`src/sti_pkg.sv`:
```
// Shared types and constants for the sorted key/value table.
// Holds transfer payload structs, status codes and cell control struct; no dependencies.
package sti_pkg;

  localparam int DEPTH_DEFAULT       = 64;
  localparam int KEY_WIDTH_DEFAULT   = 32;
  localparam int VALUE_WIDTH_DEFAULT = 32;

  localparam logic [1:0] ST_INSERTED = 2'd0;
  localparam logic [1:0] ST_UPDATED  = 2'd1;
  localparam logic [1:0] ST_FULL     = 2'd2;

  typedef struct packed {
    logic [31:0] key;
    logic [31:0] value;
  } item_t;

  typedef struct packed {
    logic [1:0] status;
    logic [5:0] position;
    logic [6:0] entry_count;
  } result_t;

  // Control broadcast from the sequencer to every cell.
  typedef struct packed {
    logic cmp_en;    // register compare flags against the held key
    logic apply_en;  // commit the update or insert
    logic update;    // key found: overwrite the matching value
    logic insert;    // key new and room left: open a slot
  } cell_ctl_t;

endpackage

```
`src/sti_cell.sv`:
```
// One slot of the sorted table: key, value, valid flag and compare flags.
// Depends on sti_pkg for the control struct; shifts from its lower neighbor on insert.
module sti_cell #(
  parameter int KEY_WIDTH   = sti_pkg::KEY_WIDTH_DEFAULT,
  parameter int VALUE_WIDTH = sti_pkg::VALUE_WIDTH_DEFAULT
) (
  input  logic                   clk,
  input  logic                   rst,
  input  sti_pkg::cell_ctl_t     ctl,
  input  logic [KEY_WIDTH-1:0]   new_key,
  input  logic [VALUE_WIDTH-1:0] new_value,
  input  logic                   left_lt,
  input  logic                   left_valid,
  input  logic [KEY_WIDTH-1:0]   left_key,
  input  logic [VALUE_WIDTH-1:0] left_value,
  output logic                   valid,
  output logic [KEY_WIDTH-1:0]   key,
  output logic [VALUE_WIDTH-1:0] value,
  output logic                   lt,
  output logic                   eq,
  output logic                   hit
);

  logic above;

  // First slot whose key is not below the new key: match or insert point.
  assign hit   = !lt && left_lt;
  assign above = !left_lt;

  always_ff @(posedge clk) begin
    if (rst) begin
      valid <= 1'b0;
      lt    <= 1'b0;
      eq    <= 1'b0;
    end else begin
      if (ctl.cmp_en) begin
        lt <= valid && (key < new_key);
        eq <= valid && (key == new_key);
      end
      if (ctl.apply_en && ctl.insert) begin
        if (hit) begin
          valid <= 1'b1;
        end else if (above) begin
          valid <= left_valid;
        end
      end
    end
  end

  always_ff @(posedge clk) begin
    if (ctl.apply_en) begin
      if (ctl.update && eq) begin
        value <= new_value;
      end else if (ctl.insert && hit) begin
        key   <= new_key;
        value <= new_value;
      end else if (ctl.insert && above) begin
        key   <= left_key;
        value <= left_value;
      end
    end
  end

endmodule

```
`config.mk`:
```
export PLATFORM = sky130hd
export DESIGN_NAME = sti_cell
export DESIGN_NICKNAME = d
export VERILOG_FILES = /design/src/sti_pkg.sv /design/src/sti_cell.sv
export SDC_FILE = /design/constraint.sdc
export NUM_CORES = 1
export LEC_CHECK = 0
export BUFFER_PORTS_ARGS = -buffer_cell sky130_fd_sc_hd__buf_2
export CORE_MARGIN = 2
export CORE_UTILIZATION = 44
export CTS_CLUSTER_DIAMETER = 30
export DETAILED_ROUTE_END_ITERATION = 6
export GPL_TIMING_DRIVEN = 0
export PLACE_DENSITY = 0.8
export SETUP_SLACK_MARGIN = 0.1
export SLEW_MARGIN = 0
export SYNTH_ARGS = -nofsm -noshare
export SYNTH_HDL_FRONTEND = slang
export SYNTH_SLANG_ARGS = --single-unit
```
`constraint.sdc`:
```
create_clock -name clk -period 4.55 [get_ports clk]
set_input_delay 0.91 -clock clk [delete_from_list [all_inputs] [get_ports clk]]
set_output_delay 0.91 -clock clk [all_outputs]
set_load 0.05 [all_outputs]
```
* Word-level counts from Yosys, hierarchy flattened
Cells that the tools add are included.
Cells by class: add/sub/neg operators 0, multiply operators 0, div/mod/pow operators 0, order comparisons 1, equal/unequal tests 2, shifts and indexed selects 0, muxes and demuxes 7, bitwise logic cells 1, reduce and logical (&&, ||, !) cells 14
Operators by type and width (count):
- 2-to-1 mux 32 bit | 5
- == test 32 bit | 1
- less-than comparator 32 bit | 1
- logical AND 1 bit | 7
- AND reduction 2 bit | 2
- AND reduction 3 bit | 1
- nonzero test 3 bit | 1
- logical NOT 1 bit | 2
- 2-to-1 mux 1 bit | 2
- inequality test 2 x 1 -> 1 bit, second input constant | 1
- nonzero test 2 bit | 1
- NOT 1 bit | 1
Storage, ports and cells: bits in registers 67, bits in latches 0, memory bits (writable) 0, bits in read-only memories 0, bits of input ports 136, output and inout port bits 68, word-level logic and storage cells 30, memories 0

* Logic depth before layout (Yosys ltp)
depth in word-level cells 5, mapped depth 7, mapped depth without buffers 7

* Worst setup path before layout
Ideal clock, no wire load.
path type input -> register, from input port left_lt, to register value[0] (enable), setup time 0.471 ns, data arrival time 3.419 ns, required time 4.079 ns, slack 0.660 ns, stages on the path 3, buffers on the path 0, path through nand2_1 nand2_1 a21boi_0
Between the ends: cells in the longest elaborated chain, start to end 4, elaborated cells on any way between the ends 6, those cells by class reduce/logical: 6
Ends and longest elaborated chain:
- start: declaration | line sti_cell.sv:12 | input logic left_lt,
- logical AND 1 bit or logical NOT 1 bit (tied branches) | line sti_cell.sv:27, sti_cell.sv:28
- logical AND 1 bit (on tied branches) | line sti_cell.sv:54, sti_cell.sv:57
- nonzero test 3 bit (no line) *
- AND reduction 2 bit (no line) *
- end signal: assignment | line sti_cell.sv:53 | value <= new_value;
- end signal: assignment | line sti_cell.sv:56 | value <= new_value;
- end signal: assignment | line sti_cell.sv:59 | value <= left_value;
- end: declaration | line sti_cell.sv:18 | output logic [VALUE_WIDTH-1:0] value,
Every way passes the cells marked *; elsewhere a longest branch is shown, timed or not. A chain may end at the register's enable or synchronous reset.

* Final worst setup path
from input port left_lt, to output port hit
Between the ends: cells in the longest elaborated chain, start to end 1
Ends and longest elaborated chain:
- logical AND 1 bit | line sti_cell.sv:27 | assign hit = !lt && left_lt;
- end: declaration | line sti_cell.sv:21 | output logic hit
Every way passes these cells.

==> metrics.md <==
| Metric | Value |
|---|---|
| Compound-Gate Fraction of Synth Area | `0.0950` |
| DIE AREA | `8850 um^2` |
| Max transition margin | `0.474` |
| CP required | `3.64 ns` |
| Routed length per instance | `approximately 15 um` |
| Initial DRC Count | `110` |
| Design Area, Final | `4970 um^2` |
| Top cell by count, worst path | `buf_2` |
| Synth cell types | `30` |
| Largest net degree at the start of global routing | `33` |
| All-layer global routing usage | `0.210` |
| Cell total after placement | `609` |
| Worst path bufs/invs | `2` |
| Fin crit share | `0.537` |
| Final Util | `0.636` |
| PD cells | `~320 nW/um^2` |
| Antenna Cells | `0` |
| Clock skew | `a little over 0.008 ns` |
| Post-Syn Area | `3570 um^2` |
| Grt ovf | `0` |
| Buffers on Ports | `203` |
| Vias in the first global route | `3076` |
| TNS Setup | `0 ns` |
| H-Tree Depth | `3` |
| Initial core utilization | `0.457` |
| Core area | `around 7800 um^2` |
| Fraction of layout cells with a size suffix above 1 | `0.493` |
| # hold bufs at CTS | `0` |
| Maximum buffer depth of the clock tree | `2` |
| Finish-stage setup viols | `0` |
| Max-slew violations | `0` |
| First-pass iteration count of the detailed router | `6` |
| # rows | `32` |
| DIE HEIGHT | `94.1 um` |
| Arrival @ worst endpoint | `1.53 ns` |
| Leakage | `2.37 nW` |
| Main combinational cell family by area after synthesis | `adder cells` |
| Clk sinks | `67` |
| Net Count, Synth | `between 400 and 500` |
| CTS buffer count | `9` |
| Initial antenna violation count | `0` |
| Post-DP HPWL | `7590 um` |
| Post-CTS sizing | `0` |
| First-pass GRT wire length | `14100 um` |
| Via Count | `3116` |
| Final GP Congestion | `around 0.77` |
| Crit path max-delay family | `buffers and inverters` |
| CP endpoint kind | `output port` |
| Max-Cap Viols | `0` |
| Crit Path Class | `in2out` |
| Setup Buffers After CTS | `0` |
| CP Max Fanout | `3` |
| CP Launch Type | `input pin` |
| Clk slew on worst S/H paths | `roughly 0.080 ns` |
| Fin. Hold Viols | `0` |
| Area post-placement | `4750 um^2` |
| Antenna-violating nets left | `0` |
| DRC errors left | `0` |
| IR drop worst, VDD | `slightly below 0.2 mV` |
| Reg2reg end | `lt` |
| CTS tree | `done` |
| R2R setup slack | `2.54 ns` |
| Reg-to-reg startpoint | `key[7]` |
| XOR/XNOR share of the synthesized area | `0` |
| Die width | `94.1 um` |
| Hold worst-path end | `eq` |
| Synthesized instance count | `303` |
| Final nets | `between 600 and 700` |
| Clock Root Buffer | `clkbuf_8` |
| Status | `finished clean` |
| Simple-gate share of the synthesized area | `0.0859` |
| Worst Tran Pin Value | `just under 0.8 ns` |
| Post-Synth Adder-Cell Area | `0.112` |
| Slowest stage delay, CP | `0.31 ns` |
| Synth Warn # | `0` |
| Worst Reg-to-Reg Cells | `6` |
| Crit path cell chain | `buf_2, nor2b_1, buf_2` |
| Hold WC Path Type | `reg2reg` |
| Area growth, synth to finish | `39.2%` |
| Sequential element share of the synthesized area | `0.555` |
| Multiplexer area fraction after synthesis | `0.104` |
| Register bit total from synthesis | `67` |
| Achievable frequency | `409 MHz` |
| Post-DR vias/cell | `around 5` |
| Hold Path Stages | `2` |
| Detailed Route WL | `9540 um` |
| Fin cells | `625` |
| RSZ-0062 raised after global routing | `no` |
| Top Ports | `between 200 and 250` |
| Skew-Pair Late Insertion Delay | `0.34 ns` |
| CP max stage cell | `buf_2` |
| Synthesized area per cell | `11.8 um^2` |
| Hold_sp | `eq` |
| Final Critical Period | `2.44 ns` |
power by group:
group	internal, mW	total [mW]	switching, mW
Clock	0.307	0.546	0.239
Combinational	0.123	0.339	0.216
Sequential	0.716	0.729	0.0121
Total	1.15	1.61	0.468
metrics by stage:
stage                     setup slack [ns]  power, mW  hold slack [ns]
final                                 2.11       1.61            0.497
after global routing                  2.08       1.68            0.515
after CTS                             2.10       1.63            0.497
after detailed placement              1.94       1.08            0.485
after global placement              -0.248       1.07            0.479
after floorplan                      0.660      0.959            0.671
cell type report:
class                      instances  area (um^2)
multi-input combinational        194         1430
timing repair buffer             204         1040
clock inverter                     7         92.6
fill                             643         2840
clock buffer                       9          124
tap                              102          128
sequential                        67         1980
inverter                          33          124
buffer                             9         45.0
state kept, by name (all words and copies together) (netlist names):
signal	flops
eq	1
key	32
lt	1
valid	1
value	32
synth_stat cells (all sizes together):
master / count / area share
a2111oi: 1 / 0.0025
a211oi: 2 / 0.0056
a21boi: 3 / 0.0063
a21o: 1 / 0.0021
a21oi: 13 / 0.019
a221o: 1 / 0.0028
a31oi: 1 / 0.0018
and3b: 1 / 0.0025
buf: 3 / 0.0063
clkbuf: 6 / 0.0063
dfxtp: 3 / 0.017
edfxtp: 64 / 0.54
ha: 32 / 0.11
inv: 33 / 0.035
mux2: 33 / 0.10
nand2: 47 / 0.050
nand3: 4 / 0.0056
nand4: 7 / 0.012
nor2: 4 / 0.0042
nor2b: 2 / 0.0035
nor3: 3 / 0.0042
nor4: 2 / 0.0035
o211ai: 2 / 0.0042
o21ai: 34 / 0.048
o311a: 1 / 0.0028
layout by cell type (no fill, tap or decap), types with 2 or more instances in the layout:
cell type	count
nand4_1	7
buf_4	3
nor4_1	2
nor2b_1	2
o21ai_0	34
nor3_1	3
buf_2	203
clkinvlp_4	2
mux2_2	31
a21oi_1	12
inv_1	33
edfxtp_1	64
nor2_1	4
mux2_1	2
o211ai_1	2
nand3_1	4
clkbuf_1	6
clkbuf_8	9
ha_1	32
bufinv_16	2
nand2_1	46
dfxtp_1	3
cells by family (layout without fill, tap and decap cells):
logic type,count (synthesis),after routing
muxes,33,33
buffers and inverters,42,262
and+or+nand+nor,70,70
AOI/OAI and AO/OA,59,59
adders and majority gates,32,32
DFF,67,67
layer usage:
layer / GRT usage / up-vias / wire length, um
met4: 0.0713 / 0 / 106
met1: 0.240 / 1436 / 3720
li1: - / 1529 / -
met3: 0.0506 / 11 / 707
met5: 0 / - / 0
met2: 0.380 / 140 / 5010
worst reg2reg max path: stages, from the launching register on:
cell and delay, ns:
edfxtp_1 0.40, ha_1 0.30, a21oi_1 0.14, o21ai_0 0.14
a221o_1 0.39, o311a_1 0.37, a211oi_2 0.19
how the worst max path moves through the flow:
| stage | startpoint | to | slack [ns] | depth (start not counted) |
|---|---|---|---|---|
| after detailed placement | new_key[7] | lt | 1.94 | 8 |
| final | left_lt | hit | 2.11 | 3 |
| after global placement | left_lt | value[25] | -0.25 | 4 |
| after global routing | left_lt | hit | 2.08 | 3 |
| after CTS | left_lt | hit | 2.10 | 3 |
| after floorplan | left_lt | value[0] | 0.66 | 3 |
No activity file was read; power rests on OpenSTA's default activity.
